## config.mk

```make
export PLATFORM = sky130hd
export DESIGN_NAME = texture_chunk_tiler_top
export DESIGN_NICKNAME = d
export VERILOG_FILES = /design/src/ctp_pkg.sv /design/src/ctp_div.sv /design/src/ctp_dp.sv /design/src/ctp_ctrl.sv /design/src/texture_chunk_tiler_top.sv
export SDC_FILE = /design/constraint.sdc
export NUM_CORES = 2
export LEC_CHECK = 0
export BUFFER_PORTS_ARGS = -buffer_cell sky130_fd_sc_hd__buf_2
export CORE_ASPECT_RATIO = 0.6
export CORE_MARGIN = 2
export CORE_UTILIZATION = 34
export CTS_BUF_LIST = sky130_fd_sc_hd__clkbuf_16
export CTS_CLUSTER_DIAMETER = 200
export DETAILED_ROUTE_END_ITERATION = 8
export PLACE_DENSITY = 0.58
export REMOVE_ABC_BUFFERS = 1
export SLEW_MARGIN = 20
export SYNTH_ARGS = -nofsm -noshare
export SYNTH_HDL_FRONTEND = slang
export SYNTH_HIERARCHICAL = 1
export SYNTH_SLANG_ARGS = --single-unit
```

## constraint.sdc

```tcl
create_clock -name clk -period 10.2 [get_ports clk]
set_input_delay 2.04 -clock clk [delete_from_list [all_inputs] [get_ports clk]]
set_output_delay 2.04 -clock clk [all_outputs]
set_load 0.05 [all_outputs]
```

## src/ctp_pkg.sv

```systemverilog
package ctp_pkg;

  localparam int CTP_COUNT_BITS = 32;
  localparam int CTP_EDGE_LIMIT = 16384;

  localparam int CTP_CFG_W    = 32;
  localparam int CTP_IDX_W    = 3;
  localparam int CTP_EDGE_W   = 15;
  localparam int CTP_BYTES_W  = 9;
  localparam int CTP_OFFSET_W = 32;
  localparam int CTP_DIM_W    = 15;
  localparam int CTP_LEN_W    = 29;

  localparam logic [CTP_IDX_W-1:0] REG_TUPLE_COUNT   = 3'd0;
  localparam logic [CTP_IDX_W-1:0] REG_MAX_EDGE      = 3'd1;
  localparam logic [CTP_IDX_W-1:0] REG_TUPLE_BYTES   = 3'd2;
  localparam logic [CTP_IDX_W-1:0] REG_MEMORY_BUDGET = 3'd3;
  localparam logic [CTP_IDX_W-1:0] REG_TUPLE_CAP     = 3'd4;

  localparam logic [CTP_EDGE_W-1:0] MAX_EDGE_RST      = 15'd64;
  localparam logic [CTP_CFG_W-1:0]  MEMORY_BUDGET_RST = 32'(128 * 1024 * 1024);

  typedef logic [3:0] ctp_op_t;

  localparam ctp_op_t OP_NONE    = 4'd0;
  localparam ctp_op_t OP_SQUARE  = 4'd1;
  localparam ctp_op_t OP_PRODUCT = 4'd2;
  localparam ctp_op_t OP_RATIO   = 4'd3;
  localparam ctp_op_t OP_ONE     = 4'd4;
  localparam ctp_op_t OP_SCALE   = 4'd5;
  localparam ctp_op_t OP_CAP     = 4'd6;
  localparam ctp_op_t OP_SMALL   = 4'd7;
  localparam ctp_op_t OP_ROWS    = 4'd8;
  localparam ctp_op_t OP_HEIGHT  = 4'd9;
  localparam ctp_op_t OP_MIDROWS = 4'd10;
  localparam ctp_op_t OP_MIDSTEP = 4'd11;
  localparam ctp_op_t OP_MIDCUR  = 4'd12;

  typedef logic [2:0] ctp_div_sel_t;

  localparam ctp_div_sel_t DIV_RATIO   = 3'd0;
  localparam ctp_div_sel_t DIV_SCALE   = 3'd1;
  localparam ctp_div_sel_t DIV_SMALL   = 3'd2;
  localparam ctp_div_sel_t DIV_ROWS    = 3'd3;
  localparam ctp_div_sel_t DIV_HEIGHT  = 3'd4;
  localparam ctp_div_sel_t DIV_MIDROWS = 3'd5;

  typedef struct packed {
    ctp_op_t      op;
    logic         div_start;
    ctp_div_sel_t div_sel;
    logic         commit;
    logic         restart;
  } ctp_cmd_t;

  typedef struct packed {
    logic div_done;
    logic quot_zero;
    logic budget_zero;
    logic ratio_big;
    logic ratio_over;
    logic narrow;
  } ctp_status_t;

endpackage

```

## src/ctp_div.sv

```systemverilog
module ctp_div
  import ctp_pkg::*;
#(
  parameter int W = 40
) (
  input  logic         clk,
  input  logic         rst,
  input  logic         start,
  input  logic [W-1:0] dividend,
  input  logic [W-1:0] divisor,
  output logic [W-1:0] quotient,
  output logic [W-1:0] remainder,
  output logic         done
);

  localparam int CNT_W = $clog2(W + 1);

  logic [W-1:0]     rem;
  logic [W-1:0]     quo;
  logic [W-1:0]     dvs;
  logic [CNT_W-1:0] cnt;
  logic             run;
  logic             fin;
  logic [W:0]       part;
  logic [W:0]       diff;

  assign part = {rem, quo[W-1]};
  assign diff = part - {1'b0, dvs};

  always_ff @(posedge clk) begin
    if (rst) begin
      run <= 1'b0;
      fin <= 1'b0;
      cnt <= '0;
    end else begin
      fin <= 1'b0;
      if (start) begin
        run <= 1'b1;
        cnt <= CNT_W'(W);
      end else if (run) begin
        cnt <= cnt - CNT_W'(1);
        if (cnt == CNT_W'(1)) begin
          run <= 1'b0;
          fin <= 1'b1;
        end
      end
    end
  end

  always_ff @(posedge clk) begin
    if (start) begin
      rem <= '0;
      quo <= dividend;
      dvs <= divisor;
    end else if (run) begin
      if (!diff[W]) begin
        rem <= diff[W-1:0];
        quo <= {quo[W-2:0], 1'b1};
      end else begin
        rem <= part[W-1:0];
        quo <= {quo[W-2:0], 1'b0};
      end
    end
  end

  assign quotient  = quo;
  assign remainder = rem;
  assign done      = fin;

endmodule

```

## src/ctp_dp.sv

```systemverilog
module ctp_dp
  import ctp_pkg::*;
#(
  parameter int COUNT_BITS = CTP_COUNT_BITS,
  parameter int EDGE_LIMIT = CTP_EDGE_LIMIT
) (
  input  logic                    clk,
  input  logic                    rst,
  input  logic                    cfg_we,
  input  logic [CTP_IDX_W-1:0]    cfg_index,
  input  logic [CTP_CFG_W-1:0]    cfg_data,
  input  ctp_cmd_t                cmd,
  output ctp_status_t             sts,
  output logic [CTP_OFFSET_W-1:0] chunk_offset,
  output logic [CTP_DIM_W-1:0]    chunk_width,
  output logic [CTP_DIM_W-1:0]    chunk_height,
  output logic [CTP_LEN_W-1:0]    chunk_length,
  output logic                    done_res,
  output logic                    misuse
);

  localparam int CB  = COUNT_BITS;
  localparam int EW  = $clog2(EDGE_LIMIT + 1);
  localparam int MW  = 2 * EW;
  localparam int PW  = MW + CTP_BYTES_W;
  localparam int DA  = (CB > PW) ? CB : PW;
  localparam int DW  = (DA > CTP_CFG_W) ? DA : CTP_CFG_W;
  localparam int CW  = (MW > CTP_CFG_W) ? MW : CTP_CFG_W;
  localparam int XW  = 17;
  localparam logic [XW-1:0] LIM = XW'(EDGE_LIMIT);

  logic [CTP_CFG_W-1:0]   tuple_count;
  logic [CTP_EDGE_W-1:0]  max_edge;
  logic [CTP_BYTES_W-1:0] tuple_bytes;
  logic [CTP_CFG_W-1:0]   memory_budget;
  logic [CTP_CFG_W-1:0]   tuple_cap;

  logic [CB-1:0] cursor;
  logic [CB-1:0] step;
  logic [CB-1:0] mid_cursor;
  logic [CB-1:0] mid_step;
  logic [EW-1:0] mid_rows;
  logic [CB-1:0] tail_cursor;
  logic [EW-1:0] tail_step;
  logic [EW-1:0] cur_width;
  logic [EW-1:0] cur_height;

  logic [MW-1:0] mstep;
  logic [PW-1:0] prod;
  logic [PW-1:0] ratio;
  logic [CB-1:0] rows;
  logic [EW-1:0] height;
  logic [CB-1:0] first_step;

  logic [CTP_OFFSET_W-1:0] out_offset;
  logic [CTP_DIM_W-1:0]    out_w;
  logic [CTP_DIM_W-1:0]    out_h;
  logic                    out_done;
  logic                    out_bad;

  logic [XW-1:0] edge_x;
  logic [XW-1:0] edge_c;
  logic [EW-1:0] edge_len;
  logic [CB-1:0] size;

  logic [DW-1:0] div_a;
  logic [DW-1:0] div_b;
  logic [DW-1:0] quot;
  logic [DW-1:0] rem;
  logic          div_done;

  logic          done_now;
  logic          bad;
  logic [CB-1:0] ncur;
  logic          ndone;
  logic [CB-1:0] nstep;
  logic [EW-1:0] nw;
  logic [EW-1:0] nh;

  assign edge_x   = XW'(max_edge);
  assign edge_c   = (edge_x == '0) ? XW'(1) : ((edge_x > LIM) ? LIM : edge_x);
  assign edge_len = EW'(edge_c);
  assign size     = CB'(tuple_count);

  always_ff @(posedge clk) begin
    if (rst) begin
      tuple_count   <= '0;
      max_edge      <= MAX_EDGE_RST;
      tuple_bytes   <= CTP_BYTES_W'(1);
      memory_budget <= MEMORY_BUDGET_RST;
      tuple_cap     <= '0;
    end else if (cfg_we) begin
      case (cfg_index)
        REG_TUPLE_COUNT:   tuple_count   <= cfg_data;
        REG_MAX_EDGE:      max_edge      <= cfg_data[CTP_EDGE_W-1:0];
        REG_TUPLE_BYTES:   tuple_bytes   <= cfg_data[CTP_BYTES_W-1:0];
        REG_MEMORY_BUDGET: memory_budget <= cfg_data;
        REG_TUPLE_CAP:     tuple_cap     <= cfg_data;
        default: ;
      endcase
    end
  end

  always_comb begin
    case (cmd.div_sel)
      DIV_RATIO: begin
        div_a = DW'(prod);
        div_b = DW'(memory_budget);
      end
      DIV_SCALE: begin
        div_a = DW'(mstep);
        div_b = DW'(ratio);
      end
      DIV_SMALL: begin
        div_a = DW'(size);
        div_b = DW'(mstep);
      end
      DIV_ROWS: begin
        div_a = DW'(size);
        div_b = DW'(edge_len);
      end
      DIV_HEIGHT: begin
        div_a = DW'(mstep);
        div_b = DW'(edge_len);
      end
      DIV_MIDROWS: begin
        div_a = DW'(rows);
        div_b = DW'(height);
      end
      default: begin
        div_a = '0;
        div_b = '0;
      end
    endcase
  end

  ctp_div #(
    .W (DW)
  ) u_div (
    .clk       (clk),
    .rst       (rst),
    .start     (cmd.div_start),
    .dividend  (div_a),
    .divisor   (div_b),
    .quotient  (quot),
    .remainder (rem),
    .done      (div_done)
  );

  always_comb begin
    done_now = cursor >= size;
    bad      = !cmd.restart && done_now;
    if (cmd.restart) begin
      ncur = '0;
    end else if (done_now) begin
      ncur = cursor;
    end else begin
      ncur = cursor + step;
    end
    ndone = ncur >= size;
    nstep = cmd.restart ? first_step : step;
    nw    = cur_width;
    nh    = cur_height;
    if (!ndone) begin
      if (ncur == tail_cursor) begin
        nw    = tail_step;
        nh    = EW'(1);
        nstep = CB'(tail_step);
      end else if (ncur == mid_cursor) begin
        nw    = edge_len;
        nh    = mid_rows;
        nstep = mid_step;
      end
    end
  end

  always_ff @(posedge clk) begin
    if (rst) begin
      cursor      <= '0;
      step        <= '0;
      mid_cursor  <= '0;
      mid_step    <= '0;
      mid_rows    <= '0;
      tail_cursor <= '0;
      tail_step   <= '0;
      cur_width   <= '0;
      cur_height  <= '0;
    end else if (cmd.commit) begin
      cursor     <= ncur;
      step       <= nstep;
      cur_width  <= nw;
      cur_height <= nh;
    end else begin
      case (cmd.op)
        OP_SMALL: begin
          tail_step   <= EW'(rem);
          tail_cursor <= size - CB'(rem);
          mid_cursor  <= size - CB'(rem);
          cur_width   <= EW'(mstep);
          cur_height  <= EW'(1);
          mid_step    <= '0;
          mid_rows    <= '0;
        end
        OP_ROWS: begin
          tail_step   <= EW'(rem);
          tail_cursor <= size - CB'(rem);
          cur_width   <= edge_len;
          cur_height  <= EW'(1);
          mid_cursor  <= '0;
          mid_step    <= '0;
          mid_rows    <= '0;
        end
        OP_HEIGHT:  cur_height <= EW'(quot);
        OP_MIDROWS: mid_rows   <= EW'(rem);
        OP_MIDSTEP: mid_step   <= CB'(MW'(edge_len) * MW'(mid_rows));
        OP_MIDCUR:  mid_cursor <= tail_cursor - mid_step;
        default: ;
      endcase
    end
  end

  always_ff @(posedge clk) begin
    case (cmd.op)
      OP_SQUARE:  mstep <= MW'(edge_len) * MW'(edge_len);
      OP_PRODUCT: prod  <= PW'(mstep) * PW'(tuple_bytes);
      OP_RATIO:   ratio <= PW'(quot);
      OP_ONE:     mstep <= MW'(1);
      OP_SCALE:   mstep <= MW'(quot);
      OP_CAP: begin
        if (tuple_cap != '0 && CW'(mstep) > CW'(tuple_cap)) begin
          mstep <= MW'(tuple_cap);
        end
      end
      OP_SMALL:   first_step <= CB'(mstep);
      OP_ROWS: begin
        rows       <= CB'(quot);
        first_step <= '0;
      end
      OP_HEIGHT:  height <= EW'(quot);
      OP_MIDROWS: first_step <= CB'(MW'(edge_len) * MW'(height));
      default: ;
    endcase
  end

  always_ff @(posedge clk) begin
    if (cmd.commit) begin
      out_offset <= CTP_OFFSET_W'(ncur);
      out_w      <= ndone ? '0 : CTP_DIM_W'(nw);
      out_h      <= ndone ? '0 : CTP_DIM_W'(nh);
      out_done   <= ndone;
      out_bad    <= bad;
    end
  end

  assign sts.div_done    = div_done;
  assign sts.quot_zero   = quot == '0;
  assign sts.budget_zero = memory_budget == '0;
  assign sts.ratio_big   = ratio > PW'(1) && mstep > MW'(1);
  assign sts.ratio_over  = ratio > PW'(mstep);
  assign sts.narrow      = mstep < MW'(edge_len);

  assign chunk_offset = out_offset;
  assign chunk_width  = out_w;
  assign chunk_height = out_h;
  assign chunk_length = CTP_LEN_W'(30'(out_w) * 30'(out_h));
  assign done_res     = out_done;
  assign misuse       = out_bad;

endmodule

```

## src/ctp_ctrl.sv

```systemverilog
module ctp_ctrl
  import ctp_pkg::*;
(
  input  logic        clk,
  input  logic        rst,
  input  logic        in_valid,
  output logic        in_stall,
  input  logic        restart,
  output logic        out_valid,
  input  logic        out_stall,
  input  ctp_status_t sts,
  output ctp_cmd_t    cmd
);

  localparam logic [4:0] ST_IDLE         = 5'd0;
  localparam logic [4:0] ST_ADV          = 5'd1;
  localparam logic [4:0] ST_SQUARE       = 5'd2;
  localparam logic [4:0] ST_PRODUCT      = 5'd3;
  localparam logic [4:0] ST_RATIO_GO     = 5'd4;
  localparam logic [4:0] ST_RATIO_WAIT   = 5'd5;
  localparam logic [4:0] ST_SCALE_CHK    = 5'd6;
  localparam logic [4:0] ST_SCALE_GO     = 5'd7;
  localparam logic [4:0] ST_SCALE_WAIT   = 5'd8;
  localparam logic [4:0] ST_CAP          = 5'd9;
  localparam logic [4:0] ST_SPLIT_GO     = 5'd10;
  localparam logic [4:0] ST_SPLIT_WAIT   = 5'd11;
  localparam logic [4:0] ST_HEIGHT_GO    = 5'd12;
  localparam logic [4:0] ST_HEIGHT_WAIT  = 5'd13;
  localparam logic [4:0] ST_MIDROWS_GO   = 5'd14;
  localparam logic [4:0] ST_MIDROWS_WAIT = 5'd15;
  localparam logic [4:0] ST_MIDSTEP      = 5'd16;
  localparam logic [4:0] ST_MIDCUR       = 5'd17;
  localparam logic [4:0] ST_COMMIT       = 5'd18;

  logic [4:0] state;
  logic [4:0] state_next;
  logic       out_valid_next;
  logic       slot_free;

  assign slot_free = !out_valid || !out_stall;
  assign in_stall  = state != ST_IDLE;

  always_comb begin
    state_next    = state;
    cmd.op        = OP_NONE;
    cmd.div_start = 1'b0;
    cmd.div_sel   = DIV_RATIO;
    cmd.commit    = 1'b0;
    cmd.restart   = 1'b0;
    case (state)
      ST_IDLE: begin
        if (in_valid) begin
          state_next = restart ? ST_SQUARE : ST_ADV;
        end
      end
      ST_ADV: begin
        if (slot_free) begin
          cmd.commit = 1'b1;
          state_next = ST_IDLE;
        end
      end
      ST_SQUARE: begin
        cmd.op     = OP_SQUARE;
        state_next = ST_PRODUCT;
      end
      ST_PRODUCT: begin
        cmd.op     = OP_PRODUCT;
        state_next = sts.budget_zero ? ST_CAP : ST_RATIO_GO;
      end
      ST_RATIO_GO: begin
        cmd.div_start = 1'b1;
        cmd.div_sel   = DIV_RATIO;
        state_next    = ST_RATIO_WAIT;
      end
      ST_RATIO_WAIT: begin
        if (sts.div_done) begin
          cmd.op     = OP_RATIO;
          state_next = ST_SCALE_CHK;
        end
      end
      ST_SCALE_CHK: begin
        if (sts.ratio_big && sts.ratio_over) begin
          cmd.op     = OP_ONE;
          state_next = ST_CAP;
        end else if (sts.ratio_big) begin
          state_next = ST_SCALE_GO;
        end else begin
          state_next = ST_CAP;
        end
      end
      ST_SCALE_GO: begin
        cmd.div_start = 1'b1;
        cmd.div_sel   = DIV_SCALE;
        state_next    = ST_SCALE_WAIT;
      end
      ST_SCALE_WAIT: begin
        if (sts.div_done) begin
          cmd.op     = OP_SCALE;
          state_next = ST_CAP;
        end
      end
      ST_CAP: begin
        cmd.op     = OP_CAP;
        state_next = ST_SPLIT_GO;
      end
      ST_SPLIT_GO: begin
        cmd.div_start = 1'b1;
        cmd.div_sel   = sts.narrow ? DIV_SMALL : DIV_ROWS;
        state_next    = ST_SPLIT_WAIT;
      end
      ST_SPLIT_WAIT: begin
        if (sts.div_done) begin
          if (sts.narrow) begin
            cmd.op     = OP_SMALL;
            state_next = ST_COMMIT;
          end else begin
            cmd.op     = OP_ROWS;
            state_next = sts.quot_zero ? ST_COMMIT : ST_HEIGHT_GO;
          end
        end
      end
      ST_HEIGHT_GO: begin
        cmd.div_start = 1'b1;
        cmd.div_sel   = DIV_HEIGHT;
        state_next    = ST_HEIGHT_WAIT;
      end
      ST_HEIGHT_WAIT: begin
        if (sts.div_done) begin
          cmd.op     = OP_HEIGHT;
          state_next = ST_MIDROWS_GO;
        end
      end
      ST_MIDROWS_GO: begin
        cmd.div_start = 1'b1;
        cmd.div_sel   = DIV_MIDROWS;
        state_next    = ST_MIDROWS_WAIT;
      end
      ST_MIDROWS_WAIT: begin
        if (sts.div_done) begin
          cmd.op     = OP_MIDROWS;
          state_next = ST_MIDSTEP;
        end
      end
      ST_MIDSTEP: begin
        cmd.op     = OP_MIDSTEP;
        state_next = ST_MIDCUR;
      end
      ST_MIDCUR: begin
        cmd.op     = OP_MIDCUR;
        state_next = ST_COMMIT;
      end
      ST_COMMIT: begin
        if (slot_free) begin
          cmd.commit  = 1'b1;
          cmd.restart = 1'b1;
          state_next  = ST_IDLE;
        end
      end
      default: state_next = ST_IDLE;
    endcase
  end

  assign out_valid_next = cmd.commit || (out_valid && out_stall);

  always_ff @(posedge clk) begin
    if (rst) begin
      state     <= ST_IDLE;
      out_valid <= 1'b0;
    end else begin
      state     <= state_next;
      out_valid <= out_valid_next;
    end
  end

endmodule

```

## src/texture_chunk_tiler_top.sv

```systemverilog
// Channel   Handshake                Payload
// input     in_valid / in_stall      restart
// output    out_valid / out_stall    chunk_offset, chunk_width, chunk_height,
//                                    chunk_length, done_res, misuse
// config    cfg_we                   cfg_index, cfg_data
//
// An advance item is accepted in the idle state and steps the cursor in the advance state.
// A restart item runs up to five divisions on the shared one-bit-per-cycle divider.
// Reset is synchronous and restores the register defaults and an empty plan.
// A new item is accepted while an earlier result still waits in the output register;
// a stalled output holds its transfer and delays the next result and the items after it.
module texture_chunk_tiler_top
  import ctp_pkg::*;
#(
  parameter int COUNT_BITS = CTP_COUNT_BITS,
  parameter int EDGE_LIMIT = CTP_EDGE_LIMIT
) (
  input  logic                    clk,
  input  logic                    rst,
  input  logic                    in_valid,
  output logic                    in_stall,
  input  logic                    restart,
  output logic                    out_valid,
  input  logic                    out_stall,
  output logic [CTP_OFFSET_W-1:0] chunk_offset,
  output logic [CTP_DIM_W-1:0]    chunk_width,
  output logic [CTP_DIM_W-1:0]    chunk_height,
  output logic [CTP_LEN_W-1:0]    chunk_length,
  output logic                    done_res,
  output logic                    misuse,
  input  logic                    cfg_we,
  input  logic [CTP_IDX_W-1:0]    cfg_index,
  input  logic [CTP_CFG_W-1:0]    cfg_data
);

  ctp_cmd_t    cmd;
  ctp_status_t sts;

  ctp_ctrl u_ctrl (
    .clk       (clk),
    .rst       (rst),
    .in_valid  (in_valid),
    .in_stall  (in_stall),
    .restart   (restart),
    .out_valid (out_valid),
    .out_stall (out_stall),
    .sts       (sts),
    .cmd       (cmd)
  );

  ctp_dp #(
    .COUNT_BITS (COUNT_BITS),
    .EDGE_LIMIT (EDGE_LIMIT)
  ) u_dp (
    .clk          (clk),
    .rst          (rst),
    .cfg_we       (cfg_we),
    .cfg_index    (cfg_index),
    .cfg_data     (cfg_data),
    .cmd          (cmd),
    .sts          (sts),
    .chunk_offset (chunk_offset),
    .chunk_width  (chunk_width),
    .chunk_height (chunk_height),
    .chunk_length (chunk_length),
    .done_res     (done_res),
    .misuse       (misuse)
  );

endmodule

```

Word level (Yosys, flattened, before mapping)
Index checks and enable logic that the tools add are counted.
- bits in read-only memories: 0
- word-level logic and storage cells: 212
- memories kept: 0
- bits in writable memories: 0
- latch bits: 0
- output and inout bits: 95
- bits in registers: 722
- bits of input ports: 41
- order comparisons: 8
- shift-type cells: 0
- equality and inequality tests: 50
- reduce and logical (&&, ||, !) cells: 44
- divide/modulo/power cells: 0
- multiply operators: 5
- muxes and demuxes: 64
- add/sub/neg operators: 5
- bitwise operators: 2
- operators with widths (cell ; number):
    $pmux 39 s5 ; 1
    $mux 32 ; 6
    $pmux 32 s3 ; 2
    $pmux 39 s4 ; 1
    $mux 15 ; 10
    $pmux 30 s4 ; 1
    $mux 39 ; 3
    $mul 15x15->30 ; 3
    $pmux 15 s2 ; 3
    $pmux 5 s18 ; 1
    $eq 32x32->1 ; 2
    $ge 32x32->1 ; 2
    $pmux 32 s2 ; 1
    $sub 32x32->32 ; 2
    $mux 5 ; 10
    $pmux 4 s11 ; 1
    $eq 5x4->1 const B ; 8
    $sub 40x39->40 ; 1
    $gt 39x1->1 const B ; 1
    $gt 39x30->1 ; 1
    $logic_not 39->1 ; 1
    $mul 30x9->39 ; 1
    $add 32x32->32 ; 1
    $gt 30x32->1 ; 1
    other kinds (44) ; 114

Logic depth before layout (Yosys ltp)
- depth in word-level cells: 11
- depth in mapped cells: 32
- mapped depth without buffers: 31

By module
Netlist, hierarchy kept.
- modules (own cells, without submodules) (module ; cells each ; area an instance (um2) ; sequential area each (um2) ; times used):
    ctp_dp ; 8315 ; 71444.8 ; 14243.7 ; 1
    ctp_div ; 739 ; 7362.1 ; 3283.1 ; 1
    ctp_ctrl ; 116 ; 814.5 ; 120.1 ; 1

Least setup slack after synthesis
Ideal clock, no wire load.
- path type: flip-flop to output port
- start point: reg u_dp.out_h[3], in the netlist u_dp/chunk_height[3]
- end point: out chunk_length[27]
- path buffers: 1
- arrival: 7.154 ns
- slack: 1.006 ns
- stages on the path, launching flop included: 22
- data required time: 8.160 ns
- path through: edfxtp_1 > clkbuf_1 > nand2_1 > fa_1 > inv_1 > fa_1 > fa_1 > inv_1 > fa_1 > fa_1 > inv_1 > fa_1 > ha_1 > a21oi_1 > o21ai_0 > o41ai_1 > o211a_1 > a21oi_1 > a311o_1 > a2111oi_0 > nor3_1 > xor2_1
- word-level cells in the longest chain between the ends: 1
- RTL lines (what ; RTL line ; text):
    from (decl) ; ctp_dp.sv:57 ; logic [CTP_DIM_W-1:0] out_h;
    from (signal assigned) ; ctp_dp.sv:249 ; out_h <= ndone ? '0 : CTP_DIM_W'(nh);
    $mul 15x15->29 ; ctp_dp.sv:265 ; assign chunk_length = CTP_LEN_W'(30'(out_w) * 30'(out_h));
    to (decl) ; texture_chunk_tiler_top.sv:28 ; output logic [CTP_LEN_W-1:0] chunk_length,
No other way between the ends.

Worst setup path in the final report
- start point: reg u_dp.out_w[11], in the netlist u_dp/chunk_width[11]
- end point: out chunk_length[28]
- word-level cells in the longest chain between the ends: 1
- RTL lines (what ; RTL line ; text):
    from (decl) ; ctp_dp.sv:56 ; logic [CTP_DIM_W-1:0] out_w;
    from (signal assigned) ; ctp_dp.sv:248 ; out_w <= ndone ? '0 : CTP_DIM_W'(nw);
    $mul 15x15->29 ; ctp_dp.sv:265 ;
No other way between the ends.

==> flow_summary_export.csv <==
group,metric,value,unit
clock_tree,clk_latency,0.73,ns
clock_tree,clkTransAtPathRegs,0.06,ns
synthesis,synthArstFlopShare,0,
worst_setup_path,crit_chain,"and2_1, fa_1, fa_1, inv_1, fa_1, inv_1, fa_1, fa_1, fa_1, ha_1, o21a_1, o31a_1, o41ai_2, o21ai_0, o41ai_1, o21ai_0, o41ai_2, mux2i_1, nand4_1, buf_2",
cells_and_area,syn2layout_area_growth,9.29,%
route,wirelength,308,mm
worst_setup_path,worst_setup_path_start_kind,"flip-flop",
grt,grt_max_degree,114,
worst_hold_path,hp-start,"u_dp/mid_step[3]",
clock_tree,cts.sinks,718,
run_status,outcome,"completed",
cells_and_area,final_nets,10700,
die,dieArea,0.238,mm2
placed_design,io_buffers,135,
route,detail-route-antenna-nets,0,
synthesis,seq_area_frac_synth,0.222,
cells_and_area,multi_input_area,0.0557,mm2
route,routedWlPerCell,25.0,um
cells_and_area,final_cells,12400,
route,vias,69200,
die,rows,137,
synthesis,yosys.area.top_type,"fa_1",
worst_setup_path,arrival,7.82,ns
route,vias_per_cell,5.60,
die,die_y,379,um
clock_tree,cts_max_level,3,
worst_setup_path,worst-setup-path-type,"reg2out",
worst_setup_path,cp_data_required_time,8.16,ns
synthesis,synthTopCellsByArea,"fa_1 (21%), edfxtp_1 (12%), ha_1 (11%)",
worst_setup_path,slowest_stage,"edfxtp_1",
worst_setup_path,end_kind,"output port",
worst_setup_path,rr_startpoint,"u_dp/max_edge[5]",
cells_and_area,drive_gt1_frac,0.0697,
synthesis,synth_top_area_share,0.211,
synthesis,yosys.cell_types.count,110,
synthesis,yosys-top-cells-count,"inv_1 (1276), nand2_1 (1236), fa_1 (838), ha_1 (694), a21oi_1 (571)",
route,first_iter_violations,8940,
die,coreArea,0.233,mm2
clock_tree,cts_tree,"built",
synthesis,yosys_register_bits,718,
cells_and_area,fillers,23600,
placed_design,hpwl,239,mm
die,start_util,0.342,
sta,setup_ws,0.340,ns
placed_design,gp_congestion,1.00,
route,dr.pass1.iters,8,
cells_and_area,register_area,0.0176,mm2
grt,grt.overflow.total,0,
synthesis,synth.most_common_cell,"inv_1",
worst_setup_path,crit_start,"u_dp/chunk_width[11]",
grt,grt_pass1_vias,66600,
die,die_w,629,um
sta,tightest_slew,1.28,ns
sta,slew-limit-headroom,0.135,
sta,fin_crit,9.86,ns
sta,hold_viol,0,
clock_tree,numCtsBuffers,80,
synthesis,synth-edff-count,327,
grt,antenna_found_initial,13,
sta,maxSlewViolCount,0,
synthesis,syn-instance-count,9170,
sta,grt_setup_unrepaired,"false",
worst_setup_path,max_stage_delay,0.67,ns
synthesis,synth_flop_cell,"dfxtp_1",
worst_hold_path,hold_path_class,"reg2reg",
worst_setup_path,worstPathMaxFanout,16,
synthesis,postSynthAreaPerCell,8.68,um2
sta,timing.fmax,101,MHz
synthesis,syn_area,0.0796,mm2
die,ioPinCount,136,
sta,setup_viol,0,
route,drc,0,
placed_design,dp.cells,12200,
cells_and_area,fin_util,0.374,
clock_tree,cts_root_buffer,"clkbuf_16",
clock_tree,clockBufferDepth,3,
grt,grt_pass1_wl,454,mm
clock_tree,ctsHoldBuffers,0,
sta,period_share,0.967,
worst_setup_path,path_common_cell,"fa_1",
grt,grt_use_total,0.254,
sta,skew,0.0698,ns
synthesis,ys_warn_count,6,
placed_design,dp_slack,0.668,ns
flow_run,cap_violations,0,
logic make-up after synthesis:
family,share of synthesized area
compound gates,0.144
xor+xnor,0.0267
fa+ha+maj,0.320
buf+inv,0.0838
flops,0.222
mux,0.0245
other cells,0.0000943
simple gates,0.180
flip-flops by register name, indices dropped and copies added (netlist names), 39 cells and up:
| register | count |
|---|---|
| u_dp/prod | 39 |
| u_dp/ratio | 39 |
| u_dp/u_div/dvs | 39 |
| u_dp/u_div/quotient | 39 |
| u_dp/u_div/remainder | 39 |
repair_timing:
| action | 4_1_cts | 5_1_grt |
|---|---|---|
| gates resized for setup | 1 | 2 |
| setup endpoints to repair | 1 | 3 |
| buffers inserted | 2 | 14 |
worst paths after layout:
kind	cells after the start	slack, ns	end
max	20	0.34	chunk_length[28]
min	2	0.47	u_dp/mid_step[3]
max reg2reg	30	1.39	u_dp/mstep[26]
min reg2reg	2	0.47	u_dp/mid_step[3]
cells in the final DEF, fill, tap and decap left out, types with 20 or more instances in the layout:
| cell | count |
|---|---|
| fa_1 | 838 |
| nand4_1 | 57 |
| edfxtp_1 | 327 |
| a31oi_1 | 66 |
| a21o_1 | 102 |
| xor2_1 | 79 |
| a21oi_1 | 567 |
| nor2b_1 | 98 |
| xnor2_1 | 163 |
| a221o_1 | 44 |
| nand2_1 | 1235 |
| inv_1 | 1289 |
| a222oi_1 | 20 |
| mux2i_1 | 120 |
| o22ai_1 | 27 |
| dfxtp_1 | 389 |
| o21bai_1 | 34 |
| a211oi_1 | 89 |
| buf_4 | 209 |
| o21a_1 | 55 |
| nor2_1 | 484 |
| and3_1 | 84 |
| mux2_2 | 61 |
| a221oi_1 | 55 |
| o21ai_0 | 294 |
| buf_2 | 134 |
| clkbuf_16 | 85 |
| a22o_1 | 62 |
| conb_1 | 20 |
| and2_1 | 507 |
| nor3_1 | 122 |
| ha_1 | 694 |
| o211ai_1 | 37 |
| nor4_1 | 80 |
| nand2b_1 | 58 |
| or3_1 | 23 |
| nand3_1 | 123 |
area by class of cell:
class,instances,share of cell area
tap,3127,0.0450
antenna,16,0.000460
clock buffer,85,0.0244
multi-input combinational,6715,0.640
timing repair buffer,345,0.0261
inverter,1283,0.0553
sequential,718,0.203
clock inverter,63,0.00565
through the flow:
step / instance area [um2] / TNS [ns] / hold slack (ns)
CTS: 86800 / 0 / 0.471
floorplan: 77800 / -873.12 / 0.437
global route: 87000 / 0 / 0.485
detailed placement: 84200 / 0 / 0.457
finish: 87000 / 0 / 0.471
global placement: 84200 / 0 / 0.452
layer usage:
layer  track usage  wire, um  vias up
met5             0        13        -
met4        0.0549      7420        2
met3        0.0766     39400      411
met2         0.345    118000     3648
met1         0.388    143000    34500
li1              -         -    30600
critical path, delay by kind of cell, from the launching register on:
| family | cells | cell delay (ns) |
|---|---|---|
| compound gates | 7 | 2.14 |
| simple gates | 2 | 0.39 |
| flops | 1 | 0.67 |
| buf+inv | 3 | 0.34 |
| fa+ha+maj | 7 | 3.38 |
| mux | 1 | 0.23 |
Power is left out: the tool's default activity adds up to more than one toggle a clock period on the data nets, which glitch-free logic cannot reach.
